## config.mk

```make
export PLATFORM = sky130hd
export DESIGN_NAME = alarm_timer_bank_top
export DESIGN_NICKNAME = d
export VERILOG_FILES = /design/src/rtl/core/atb_pkg.sv /design/src/rtl/core/alarm_timer_bank_top.sv
export SDC_FILE = /design/constraint.sdc
export NUM_CORES = 1
export LEC_CHECK = 0
export BUFFER_PORTS_ARGS = -buffer_cell sky130_fd_sc_hd__buf_2
export CAP_MARGIN = 20
export CORE_MARGIN = 3
export CORE_UTILIZATION = 55
export CTS_CLUSTER_SIZE = 24
export DETAILED_ROUTE_END_ITERATION = 10
export PLACE_DENSITY = 0.74
export REMOVE_ABC_BUFFERS = 1
export SETUP_SLACK_MARGIN = 0.4
export SLEW_MARGIN = 20
export SYNTH_ARGS = -nofsm -noshare
export SYNTH_HDL_FRONTEND = slang
export SYNTH_SLANG_ARGS = --single-unit
```

## constraint.sdc

```tcl
create_clock -name clk -period 7.4 [get_ports clk]
set_input_delay 0.74 -clock clk [delete_from_list [all_inputs] [get_ports clk]]
set_output_delay 0.74 -clock clk [all_outputs]
set_load 0.005 [all_outputs]
```

## src/rtl/core/atb_pkg.sv

```systemverilog
`default_nettype none

package atb_pkg;

  localparam int NUM_SLOTS   = 8;
  localparam int DELAY_BITS  = 24;
  localparam int SLOT_IW     = (NUM_SLOTS > 1) ? $clog2(NUM_SLOTS) : 1;
  localparam int NOW_BITS    = 32;

  typedef enum logic [1:0] {
    CMD_TICK    = 2'd0,
    CMD_SET     = 2'd1,
    CMD_RESTART = 2'd2,
    CMD_NONE    = 2'd3
  } cmd_t;

  typedef enum logic [1:0] {
    ST_IDLE,
    ST_SCAN,
    ST_EMIT
  } state_t;

endpackage

`default_nettype wire

```

## src/rtl/core/alarm_timer_bank_top.sv

```systemverilog
// Bank of alarm slots driven by a millisecond tick.
// Input channel (in_valid/in_ready): one command item with in_cmd, in_slot,
// in_delay_ms and in_periodic. A set or restart item is taken while the block
// is idle and leaves it ready. A tick item advances the millisecond counter
// and then compares one slot per cycle in a shared subtract/compare unit;
// in_ready stays low through the scan pass over all slots and the emit pass.
// Result channel (out_valid/out_ready): one item per fired slot, in slot order,
// with out_last set on the final one of the tick. A tick with no fired slot
// gives no item. Results sit in an output register; when the receiver stalls
// the emit pass waits on that register and the block stays busy, while an
// idle block still takes set and restart items with a result pending.
// Reset clears the counter, all active flags and the output valid flag; the
// block is ready in the first cycle after reset.
`default_nettype none

module alarm_timer_bank_top (
  input  wire logic                          clk,
  input  wire logic                          rst_n,
  input  wire logic                          in_valid,
  output logic                               in_ready,
  input  wire logic [1:0]                    in_cmd,
  input  wire logic [2:0]                    in_slot,
  input  wire logic [23:0]                   in_delay_ms,
  input  wire logic                          in_periodic,
  output logic                               out_valid,
  input  wire logic                          out_ready,
  output logic [2:0]                         out_fired_slot,
  output logic                               out_fired_periodic,
  output logic                               out_last
);
  import atb_pkg::*;

  state_t                  state_r, state_nxt;
  logic [SLOT_IW-1:0]      idx_r, idx_nxt;
  logic [NOW_BITS-1:0]     now_r, now_nxt;
  logic                    out_valid_r, out_valid_nxt;
  logic [2:0]              out_slot_r;
  logic                    out_per_r;
  logic                    out_last_r;

  logic [DELAY_BITS-1:0]   delay_r [NUM_SLOTS];
  logic [NOW_BITS-1:0]     start_r [NUM_SLOTS];
  logic [NUM_SLOTS-1:0]    per_r;
  logic [NUM_SLOTS-1:0]    active_r;
  logic [NUM_SLOTS-1:0]    mask_r;

  logic                    in_acc;
  logic                    slot_ok;
  logic                    tick_acc, set_acc, restart_acc;
  logic [NOW_BITS-1:0]     elapsed;
  logic                    fire;
  logic                    idx_end;
  logic                    load;
  logic                    advance;
  logic [NUM_SLOTS-1:0]    rest;

  assign in_acc      = in_valid && in_ready;
  assign slot_ok     = int'(in_slot) < NUM_SLOTS;
  assign tick_acc    = in_acc && (cmd_t'(in_cmd) == CMD_TICK);
  assign set_acc     = in_acc && (cmd_t'(in_cmd) == CMD_SET) && slot_ok;
  assign restart_acc = in_acc && (cmd_t'(in_cmd) == CMD_RESTART) && slot_ok;

  // Shared compare unit: wrapped elapsed time against the slot delay.
  assign elapsed = now_r - start_r[idx_r];
  assign fire    = active_r[idx_r] && (elapsed >= NOW_BITS'(delay_r[idx_r]));
  assign idx_end = (int'(idx_r) == NUM_SLOTS - 1);

  // A result is last when no higher slot fired on this tick.
  assign rest    = mask_r >> idx_r;
  assign load    = (state_r == ST_EMIT) && mask_r[idx_r] && (!out_valid_r || out_ready);
  assign advance = (state_r == ST_EMIT) && (!mask_r[idx_r] || load);

  always_comb begin
    state_nxt = state_r;
    unique case (state_r)
      ST_IDLE: begin
        if (tick_acc) begin
          state_nxt = ST_SCAN;
        end
      end
      ST_SCAN: begin
        if (idx_end) begin
          state_nxt = ST_EMIT;
        end
      end
      ST_EMIT: begin
        if (advance && idx_end) begin
          state_nxt = ST_IDLE;
        end
      end
      default: state_nxt = ST_IDLE;
    endcase
  end

  always_comb begin
    in_ready      = (state_r == ST_IDLE);
    idx_nxt       = idx_r;
    now_nxt       = now_r;
    out_valid_nxt = out_valid_r;
    if (tick_acc) begin
      now_nxt = now_r + 1'b1;
      idx_nxt = '0;
    end
    if (state_r == ST_SCAN || advance) begin
      idx_nxt = idx_end ? '0 : idx_r + 1'b1;
    end
    if (load) begin
      out_valid_nxt = 1'b1;
    end else if (out_ready) begin
      out_valid_nxt = 1'b0;
    end
  end

  always_ff @(posedge clk) begin
    if (!rst_n) begin
      state_r     <= ST_IDLE;
      idx_r       <= '0;
      now_r       <= '0;
      out_valid_r <= 1'b0;
      active_r    <= '0;
    end else begin
      state_r     <= state_nxt;
      idx_r       <= idx_nxt;
      now_r       <= now_nxt;
      out_valid_r <= out_valid_nxt;
      if (set_acc) begin
        active_r[in_slot[SLOT_IW-1:0]] <= (in_delay_ms[DELAY_BITS-1:0] != '0);
      end
      if (state_r == ST_SCAN && fire && !per_r[idx_r]) begin
        active_r[idx_r] <= 1'b0;
      end
    end
  end

  always_ff @(posedge clk) begin
    if (set_acc) begin
      delay_r[in_slot[SLOT_IW-1:0]] <= in_delay_ms[DELAY_BITS-1:0];
      per_r[in_slot[SLOT_IW-1:0]]   <= in_periodic;
      start_r[in_slot[SLOT_IW-1:0]] <= now_r;
    end
    if (restart_acc) begin
      start_r[in_slot[SLOT_IW-1:0]] <= now_r;
    end
    if (state_r == ST_SCAN) begin
      mask_r[idx_r] <= fire;
      if (fire && per_r[idx_r]) begin
        start_r[idx_r] <= now_r;
      end
    end
    if (load) begin
      out_slot_r <= 3'(idx_r);
      out_per_r  <= per_r[idx_r];
      out_last_r <= ((rest >> 1) == '0);
    end
  end

  assign out_valid          = out_valid_r;
  assign out_fired_slot     = out_slot_r;
  assign out_fired_periodic = out_per_r;
  assign out_last           = out_last_r;

endmodule

`default_nettype wire

```

# Word level (Yosys, flattened, before mapping)
# Memories as Yosys holds them, arrays and structs flattened. A register that Yosys moved wholly into a read port is not among the register bits.
# Index checks and enable logic that the tools add are counted.
[word_totals]
input_bits = 34
memories = 2
elab_cells = 100
ram_bits = 448
output_inout_bits = 7
register_bits = 67
[memory_table]
columns = ["memory", "depth", "width", "read_ports", "rd_ports_with_merged_regs", "wr", "line_no", "source"]
rows = [
  ["start_r", 8, 32, 1, 1, 1, "alarm_timer_bank_top.sv:42", "logic [NOW_BITS-1:0] start_r [NUM_SLOTS];"],
  ["delay_r", 8, 24, 1, 1, 1, "alarm_timer_bank_top.sv:41", "logic [DELAY_BITS-1:0] delay_r [NUM_SLOTS];"],
]
[classes]
muxes = 40
magnitude_cmp = 5
eq_ne = 8
bitwise_logic = 3
shift = 1
n_reduce_logical = 28
add_sub_neg = 3
[ops]
columns = ["operator", "n"]
rows = [
  ["2-to-1 mux 32 bit", 2],
  ["adder 32 x 1 -> 32 bit (second input constant)", 1],
  [">= comparator 32 x 24 -> 1 bit", 1],
  ["OR reduction 32 bit", 1],
  ["subtractor 32 bit", 1],
  ["bitwise mux 8 bit", 3],
  ["2-to-1 mux 3 bit", 8],
  ["2-to-1 mux 8 bit", 3],
  ["nonzero test 24 bit", 1],
  ["2-to-1 mux 1 bit", 15],
  ["logical AND 1 bit", 14],
  ["binary-select mux 1 bit (select 3 bit)", 3],
  ["AND 8 bit", 1],
  ["zero test 8 bit", 1],
  ["< comparator 3 x 4 -> 1 bit (second input constant)", 2],
  ["inverter 8 bit", 1],
  [">> shifter 8 x 3 -> 8 bit", 1],
  ["demux 1 bit (select 3 bit)", 2],
  [">= comparator 3 x 1 -> 1 bit (second input constant)", 2],
  ["2-to-1 mux 2 bit", 3],
  ["one-hot mux 2 bit (3 select lines)", 1],
  ["== test 2 x 1 -> 1 bit (second input constant)", 2],
  ["== test 2 bit (second input constant)", 2],
  ["zero test 2 bit", 2],
  ["9 further kinds", 15],
]

# Logic depth before layout (Yosys ltp)
# Gate-level depths: netlist of run 1.
[depth]
ltp_word = 10
mapped_depth = 25
ltp_nobuf = 22

# Least setup slack after synthesis of run 1
# No wires, ideal clock.
[synth_timing]
path_type = "reg2reg"
from = "register (tool-made name)"
to = "memory start_r[6][0], enable pin"
stages_incl_launch_ff = 25
arrival_time_ns = 6.944
path_slack_ns = 0.023
path_buffers = 3
cell_sequence = "dfxtp_1 -> clkbuf_1 -> buf_1 -> mux4_2 -> mux2i_1 -> ha_1 -> and2_4 -> a221o_1 -> o2111a_2 -> nor2_1 -> o21ai_0 -> a21oi_1 -> o21ai_0 -> a31oi_1 -> xnor2_1 -> ha_1 -> nand4_1 -> or2_2 -> a211oi_1 -> or4_1 -> nor4_1 -> o2111a_1 -> and3_1 -> buf_6 -> o22ai_1"
[synth_lines]
columns = ["element", "line_no"]
rows = [
  ["to (decl)", "alarm_timer_bank_top.sv:42"],
]

==> flow_metrics.env, run 1 <==
export IMPL_utilization_pct=62.6
export IMPL_final_max_slew_viol_count=0
export IMPL_fillCellCount=2833
export IMPL_number_of_antenna_violations_at_the_first_check_in_global_routing=1
export IMPL_post_synth_top_area_cell="sky130_fd_sc_hd__edfxtp_1"
export IMPL_pin_count_of_the_biggest_net_entering_global_routing=47
export IMPL_outcome="finished clean"
export IMPL_ff2ff_path_depth=21
export IMPL_place_gp_congestion=0.949
export IMPL_synth_largest_type_area_fraction_pct=62.9
export IMPL_min_period_ns=6.54
export IMPL_chipWidth_um=208
export IMPL_dp_hpwl_um=28800
export IMPL_clock_sink_count=518
export IMPL_ys_ff_latch=518
export IMPL_power_per_cell_area_mw_per_mm2=236
export IMPL_path_clk_slew_ns=0.06
export IMPL_die_area_mm2=0.0432
export IMPL_drtIter0Drc=1198
export IMPL_synth_cell_types=70
export IMPL_via_total_after_detailed_routing=12300
export IMPL_postRouteAntennaNets=0
export IMPL_placed_cells_incl_taps=1866
export IMPL_postRouteWirelength_um=47500
export IMPL_dpl_cell_area_mm2=0.0234
export IMPL_area_added_between_synthesis_and_finish_pct=11.8
export IMPL_final_hold_viol_count=0
export IMPL_reg2reg_slack_ns=0.86
export IMPL_instances_no_fill=1961
export IMPL_synthTopCellsByArea="sky130_fd_sc_hd__edfxtp_1 (63%), sky130_fd_sc_hd__mux4_2 (12%), sky130_fd_sc_hd__dfxtp_1 (4.4%), sky130_fd_sc_hd__ha_1 (3.3%), sky130_fd_sc_hd__mux2i_1 (2.8%)"
export IMPL_first_pass_iters=7
export IMPL_cp_data_required_time_ns=7.66
export IMPL_ys_async_sr_fraction_pct=0
export IMPL_tritoncts_num_buffers=50
export IMPL_final_cell_area_mm2=0.0250
export IMPL_syn_avg_cell_area_um2=16.9
export IMPL_grt_use_total_pct=22.1
export IMPL_power_leakage_nw=7.58
export IMPL_clock_latency_ns=0.58
export IMPL_worst_path_arrival_time_ns=6.79
export IMPL_min_period_over_period_pct=88.3
export IMPL_postSynth_topFlopCell="sky130_fd_sc_hd__edfxtp_1"
export IMPL_crit_path_start_kind="flop"
export IMPL_port_buffers=40
export IMPL_synth_common_cells="sky130_fd_sc_hd__edfxtp_1 (469), sky130_fd_sc_hd__mux4_2 (115), sky130_fd_sc_hd__nand2_1 (74), sky130_fd_sc_hd__mux2i_1 (62), sky130_fd_sc_hd__ha_1 (59)"
export IMPL_globalRouteOverflowTotal=0
export IMPL_fp_dieH_um=208
export IMPL_grt_pass1_vias=12600
export IMPL_cap_viol_max_count=0
export IMPL_worst_path_max_fanout=32
export IMPL_max_vdd_ir_drop_uv=187
export IMPL_ctsRootBufferMaster="sky130_fd_sc_hd__clkbuf_16"
export IMPL_top_level_ports=41
export IMPL_drive_above_1_share_pct=20.6
export IMPL_grt_first_pass_wirelength_um=73800
export IMPL_core_mm2=0.0400
export IMPL_syn_inst=1329
export IMPL_tightestPinTransition_ns=0.889
export IMPL_drt_vias_per_instance=6.27
export IMPL_clk_path_buf_depth=3
export IMPL_depth_of_the_cts_h_tree=2
export IMPL_critical_path_reg2reg_endpoint="start_r[4][23]$_DFFE_PP_"
export IMPL_cts_hold_fix_buffers=0
export IMPL_tritoncts="done"
export IMPL_critical_path_class="flop to flop"
export IMPL_unrepaired_setup_endpoints_after_global_routing="no"
export IMPL_cp_endpoint="start_r[4][23]$_DFFE_PP_"
export IMPL_totalPowerFinal_mw=5.91
export IMPL_post_route_clock_skew_ns=0.0200
export IMPL_synth_edf_count=469
export IMPL_finalNetCount=1489
export IMPL_wl_per_cell_um=24.2
export IMPL_row_count=73
export IMPL_worst_setup_path_end_kind="flop"
export IMPL_maxClockFrequency_mhz=153
export IMPL_yosys_warnings=0
export IMPL_report_final_setup_viol=0
export IMPL_drt_drc_violations_left=0
export IMPL_synthesis_area_mm2=0.0224
export IMPL_portion_of_the_post_synthesis_area_used_by_sequential_elements_pct=67.3
export IMPL_timing_max_slew_rel_slack_pct=40.7
export IMPL_synth_most_common_cell="sky130_fd_sc_hd__edfxtp_1"
export IMPL_initial_util_pct=56.0
export IMPL_min_delay_path_class="primary input to flop"
==> sequential cells by signal (all words and copies together), names as in the netlist, named ones only <==
register	cells
out_last	1
out_valid	1
state_r	2
active_r	8
now_r	32
delay_r	192
per_r	8
out_fired_slot	3
start_r	256
idx_r	3
out_fired_periodic	1
mask_r	8
==> logic make-up (layout without fill, tap and decap cells) <==
logic type	count (synthesis)	in the layout	synth area share [%]
AO/OA/AOI/OAI	170	170	4.88
XOR/XNOR	55	55	2.18
adder cells (fa/ha/maj)	60	60	3.39
buffers and inverters	69	175	1.25
flip-flops	518	518	67.3
multiplexers	181	181	14.5
other	0	1	0
AND/OR/NAND/NOR	276	276	6.49
==> through the flow <==
stage	hold slack [ns]	setup slack [ns]	TNS [ns]
after global placement	0.552	0.787	0
after floorplan	0.531	-3.55	-881.50
after global routing	0.447	0.471	0
final	0.438	0.865	0
after CTS	0.416	0.687	0
after detailed placement	0.566	0.732	0
==> power breakdown <==
| part | switching (mW) | internal (mW) |
|---|---|---|
| clock network | 1.03 | 1.44 |
| logic | 0.124 | 0.0894 |
| registers | 0.0170 | 3.21 |
==> layout make-up <==
cell class / count / area, µm² / area share [%]
multi-input cells: 742 / 7160 / 28.6
diodes: 1 / 2.50 / 0.00999
clock inverters: 25 / 244 / 0.974
inverters: 11 / 41.3 / 0.165
clock buffers: 67 / 1370 / 5.46
repair buffers: 72 / 495 / 1.98
flip-flops and latches: 518 / 15100 / 60.2
well taps: 525 / 657 / 2.62
==> what timing repair did <==
item / 4_1_cts / 5_1_grt
endpoints found under the setup margin: 0 / 256
gates resized for setup: 0 / 2
setup buffers: 0 / 2
==> cell usage in the layout (no fill, tap or decap), types with 35 or more instances in the layout <==
cell / instances
sky130_fd_sc_hd__xnor2_1: 35
sky130_fd_sc_hd__a21oi_1: 57
sky130_fd_sc_hd__mux4_2: 115
sky130_fd_sc_hd__dfxtp_1: 46
sky130_fd_sc_hd__mux2i_1: 62
sky130_fd_sc_hd__nor2_1: 40
sky130_fd_sc_hd__nand2_1: 74
sky130_fd_sc_hd__buf_2: 40
sky130_fd_sc_hd__ha_1: 59
sky130_fd_sc_hd__edfxtp_1: 469
sky130_fd_sc_hd__clkbuf_16: 52
==> per-layer routing <==
metal | routed length (µm) | vias up | GRT usage (%) | share of wire, %
met3 | 3040 | 93 | 3.37 | 6.4
met2 | 23300 | 488 | 35.7 | 49
met1 | 19900 | 6255 | 31.5 | 42
met4 | 1300 | 0 | 6.72 | 2.7
met5 | 0 | - | 0 | 0
li1 | - | 5465 | - | -
==> worst max-delay path, stage by stage, from the launching register on <==
cell and delay [ns]:
sky130_fd_sc_hd__dfxtp_4 0.54, sky130_fd_sc_hd__buf_12 0.25, sky130_fd_sc_hd__buf_4 0.30, sky130_fd_sc_hd__mux4_2 0.55
sky130_fd_sc_hd__mux2i_1 0.19, sky130_fd_sc_hd__ha_1 0.34, sky130_fd_sc_hd__a21oi_1 0.21, sky130_fd_sc_hd__o211ai_1 0.12
sky130_fd_sc_hd__a21boi_0 0.43, sky130_fd_sc_hd__nand2_1 0.20, sky130_fd_sc_hd__xor2_1 0.21, sky130_fd_sc_hd__ha_1 0.32
sky130_fd_sc_hd__and4_1 0.22, sky130_fd_sc_hd__a21oi_1 0.13, sky130_fd_sc_hd__nor2_1 0.05, sky130_fd_sc_hd__or4_1 0.49
sky130_fd_sc_hd__nor4_1 0.29, sky130_fd_sc_hd__o2111a_1 0.34, sky130_fd_sc_hd__and3_1 0.35, sky130_fd_sc_hd__buf_4 0.25
sky130_fd_sc_hd__o32ai_4 0.09, sky130_fd_sc_hd__buf_4 0.32
==> worst min path at each step <==
stage	start	end	slack [ns]	cells after the start
after floorplan	active_r[4]$_SDFF_PN0_	active_r[4]$_SDFF_PN0_	0.53	2
after global placement	active_r[5]$_SDFF_PN0_	active_r[5]$_SDFF_PN0_	0.55	2
after detailed placement	active_r[5]$_SDFF_PN0_	active_r[5]$_SDFF_PN0_	0.57	2
after CTS	in_periodic	per_r[7]$_DFFE_PP_	0.42	1
after global routing	in_periodic	per_r[7]$_DFFE_PP_	0.45	1
final	in_periodic	per_r[7]$_DFFE_PP_	0.44	1
(Power assumes the default switching activity.)
==> run 2: changes to the inputs <==
- PLACE_DENSITY: 0.74 -> 0.84
==> flow_metrics.env, run 2 (same netlist as run 1, synthesis figures left out) <==
export IMPL_final_hold_viol_count=0
export IMPL_min_period_ns=6.70
export IMPL_tritoncts_num_buffers=49
export IMPL_pre_cts_ws_ns=0.435
export IMPL_wl_met2_um=24600
export IMPL_reg2reg_slack_ns=0.70
export IMPL_drt_vias_per_instance=6.48
export IMPL_finalNetCount=1482
export IMPL_utilization_pct=62.2
export IMPL_instances_no_fill=1951
export IMPL_top_register="start_r"
export IMPL_sw_ratio_pct=20.4
export IMPL_holdPathEnd="per_r[5]$_DFFE_PP_"
export IMPL_wirelength_met1_um=19500
export IMPL_tritoncts="done"
export IMPL_crit_chain="buf_16 -> mux4_2 -> mux2i_1 -> ha_1 -> nor2b_1 -> o211a_1 -> o2111a_2 -> nor2_1 -> o21ai_0 -> a21oi_1 -> o21ai_0 -> a31oi_1 -> xnor2_1 -> ha_1 -> nand4_1 -> or2_2 -> nor2_1 -> or4_1 -> nor4_1 -> o2111a_1 -> nand3_2 -> a32o_4"
export IMPL_ff2ff_path_depth=22
export IMPL_area_added_between_synthesis_and_finish_pct=11.1
export IMPL_critical_path_class="flop to flop"
export IMPL_met3_wirelength_um=4060
export IMPL_first_pass_iters=5
export IMPL_drive_above_1_share_pct=20.5
export IMPL_largest_reg_flops=256
export IMPL_initial_util_pct=56.0
export IMPL_topRoutingLayerUsed="met5"
export IMPL_chipWidth_um=208
export IMPL_layout_commonest_cell="sky130_fd_sc_hd__edfxtp_1"
export IMPL_mostFrequentLayoutCells="sky130_fd_sc_hd__edfxtp_1 (469), sky130_fd_sc_hd__mux4_2 (115), sky130_fd_sc_hd__nand2_1 (74)"
export IMPL_power_leakage_nw=7.50
export IMPL_path_buf_inv=1
export IMPL_worst_path_max_fanout=32
export IMPL_min_delay_path_class="primary input to flop"
export IMPL_unrepaired_setup_endpoints_after_global_routing="no"
export IMPL_via_total_after_detailed_routing=12600
export IMPL_min_from="in_periodic"
export IMPL_cp_data_required_time_ns=7.62
export IMPL_crit_path_start_kind="flop"
export IMPL_clockPowerShare_pct=40.7
export IMPL_depth_of_the_cts_h_tree=2
export IMPL_fillCellCount=2704
export IMPL_grt_use_total_pct=22.8
export IMPL_place_gp_congestion=0.936
export IMPL_post_route_clock_skew_ns=0.0207
export IMPL_row_count=73
export IMPL_final_max_slew_viol_count=0
export IMPL_cts_hold_fix_buffers=0
export IMPL_max_vdd_ir_drop_uv=193
export IMPL_min_delay_path_depth=1
export IMPL_wl_per_cell_um=25.6
export IMPL_report_final_setup_viol=0
export IMPL_path_clk_slew_ns=0.07
export IMPL_cp_slowest_cell="sky130_fd_sc_hd__a32o_4"
export IMPL_critical_path_reg2reg_endpoint="start_r[0][24]$_DFFE_PP_"
export IMPL_grt_first_pass_wirelength_um=76400
export IMPL_hold_ws_ns=0.446
export IMPL_clk_path_buf_depth=3
export IMPL_tightestPinTransition_ns=0.925
export IMPL_critical_path_max_stage_delay_ns=0.62
export IMPL_maxClockFrequency_mhz=149
export IMPL_least_setup_slack_across_all_paths_after_layout_ns=0.704
export IMPL_die_area_mm2=0.0432
export IMPL_min_period_over_period_pct=90.5
export IMPL_power_per_cell_area_mw_per_mm2=233
export IMPL_power_frac_comb_pct=3.7
export IMPL_postRouteWirelength_um=49900
export IMPL_pin_count_of_the_biggest_net_entering_global_routing=47
export IMPL_postRouteAntennaNets=0
export IMPL_clock_sink_count=518
export IMPL_cap_viol_max_count=0
export IMPL_ctsRootBufferMaster="sky130_fd_sc_hd__clkbuf_16"
export IMPL_clock_latency_ns=0.56
export IMPL_number_of_antenna_violations_at_the_first_check_in_global_routing=2
export IMPL_critPathTopFamily="compound AO/OA/AOI/OAI gates"
export IMPL_seqPwrFrac_pct=55.6
export IMPL_placed_cells_incl_taps=1861
export IMPL_port_buffers=40
export IMPL_p_sw_mw=1.18
export IMPL_core_mm2=0.0400
export IMPL_worst_path_arrival_time_ns=6.92
export IMPL_top_level_ports=41
export IMPL_grt_pass1_vias=13000
export IMPL_fp_dieH_um=208
export IMPL_outcome="finished clean"
export IMPL_timing_max_slew_rel_slack_pct=36.6
export IMPL_dp_hpwl_um=29200
export IMPL_worst_setup_path_end_kind="flop"
export IMPL_drt_drc_violations_left=0
export IMPL_int_pwr_mw=4.62
export IMPL_globalRouteOverflowTotal=0
export IMPL_drtIter0Drc=1399
run 2: power by group through the flow:
stage | clock network, mW | logic, mW | registers [mW]
2_1_floorplan | 0 | 0.123 | 3.30
3_3_place_gp | 0 | 0.199 | 3.29
3_5_place_dp | 0 | 0.206 | 3.29
4_1_cts | 2.39 | 0.210 | 3.23
5_1_grt | 2.50 | 0.232 | 3.23
6_report | 2.36 | 0.214 | 3.23
run 2: metal layers:
| layer | GRT usage [%] | vias up |
|---|---|---|
| li1 | - | 5448 |
| met1 | 31.2 | 6381 |
| met2 | 38.0 | 669 |
| met3 | 3.72 | 135 |
| met4 | 7.67 | 2 |
| met5 | 0 | - |
run 2: cell type report:
type	count	area [µm²]	area share, %
Tap cell	525	657	2.64
Timing Repair Buffer	66	423	1.70
Multi-Input combinational cell	742	7170	28.8
Sequential cell	518	15100	60.6
Clock buffer	65	1360	5.46
Clock inverter	23	151	0.608
Antenna cell	1	2.50	0.0101
Inverter	11	41.3	0.166
run 2: worst max path at each step:
stage	slack, ns	end	cells after the start
CTS	0.42	start_r[0][29]$_DFFE_PP_	18
detailed placement	0.44	start_r[0][20]$_DFFE_PP_	18
global route	0.40	start_r[0][25]$_DFFE_PP_	22
finish	0.70	start_r[0][24]$_DFFE_PP_	22
floorplan	-3.55	start_r[6][0]$_DFFE_PP_	21
global placement	0.56	start_r[0][26]$_DFFE_PP_	18
run 2: through the flow:
step / setup TNS [ns] / total power, mW / area [µm²]
detailed placement: 0 / 3.50 / 23300
finish: 0 / 5.81 / 24900
global route: 0 / 5.96 / 24900
CTS: 0 / 5.83 / 24800
global placement: 0 / 3.48 / 23300
floorplan: -881.50 / 3.42 / 22200
run 2: worst reg2reg max path, stage by stage (launching register included):
cell                       delay, ns
sky130_fd_sc_hd__dfxtp_4        0.56
sky130_fd_sc_hd__buf_16         0.21
sky130_fd_sc_hd__mux4_2         0.52
sky130_fd_sc_hd__mux2i_1        0.24
sky130_fd_sc_hd__ha_1           0.27
sky130_fd_sc_hd__nor2b_1        0.15
sky130_fd_sc_hd__o211a_1        0.24
sky130_fd_sc_hd__o2111a_2       0.31
sky130_fd_sc_hd__nor2_1         0.18
sky130_fd_sc_hd__o21ai_0        0.24
sky130_fd_sc_hd__a21oi_1        0.31
sky130_fd_sc_hd__o21ai_0        0.17
sky130_fd_sc_hd__a31oi_1        0.24
sky130_fd_sc_hd__xnor2_1        0.14
sky130_fd_sc_hd__ha_1           0.26
sky130_fd_sc_hd__nand4_1        0.09
sky130_fd_sc_hd__or2_2          0.12
sky130_fd_sc_hd__nor2_1         0.04
sky130_fd_sc_hd__or4_1          0.49
sky130_fd_sc_hd__nor4_1         0.32
sky130_fd_sc_hd__o2111a_1       0.35
sky130_fd_sc_hd__nand3_2        0.25
sky130_fd_sc_hd__a32o_4         0.62
run 2: what timing repair did:
item,CTS,global route
setup endpoints to repair,0,256
setup buffers,0,1
resized for setup,0,4
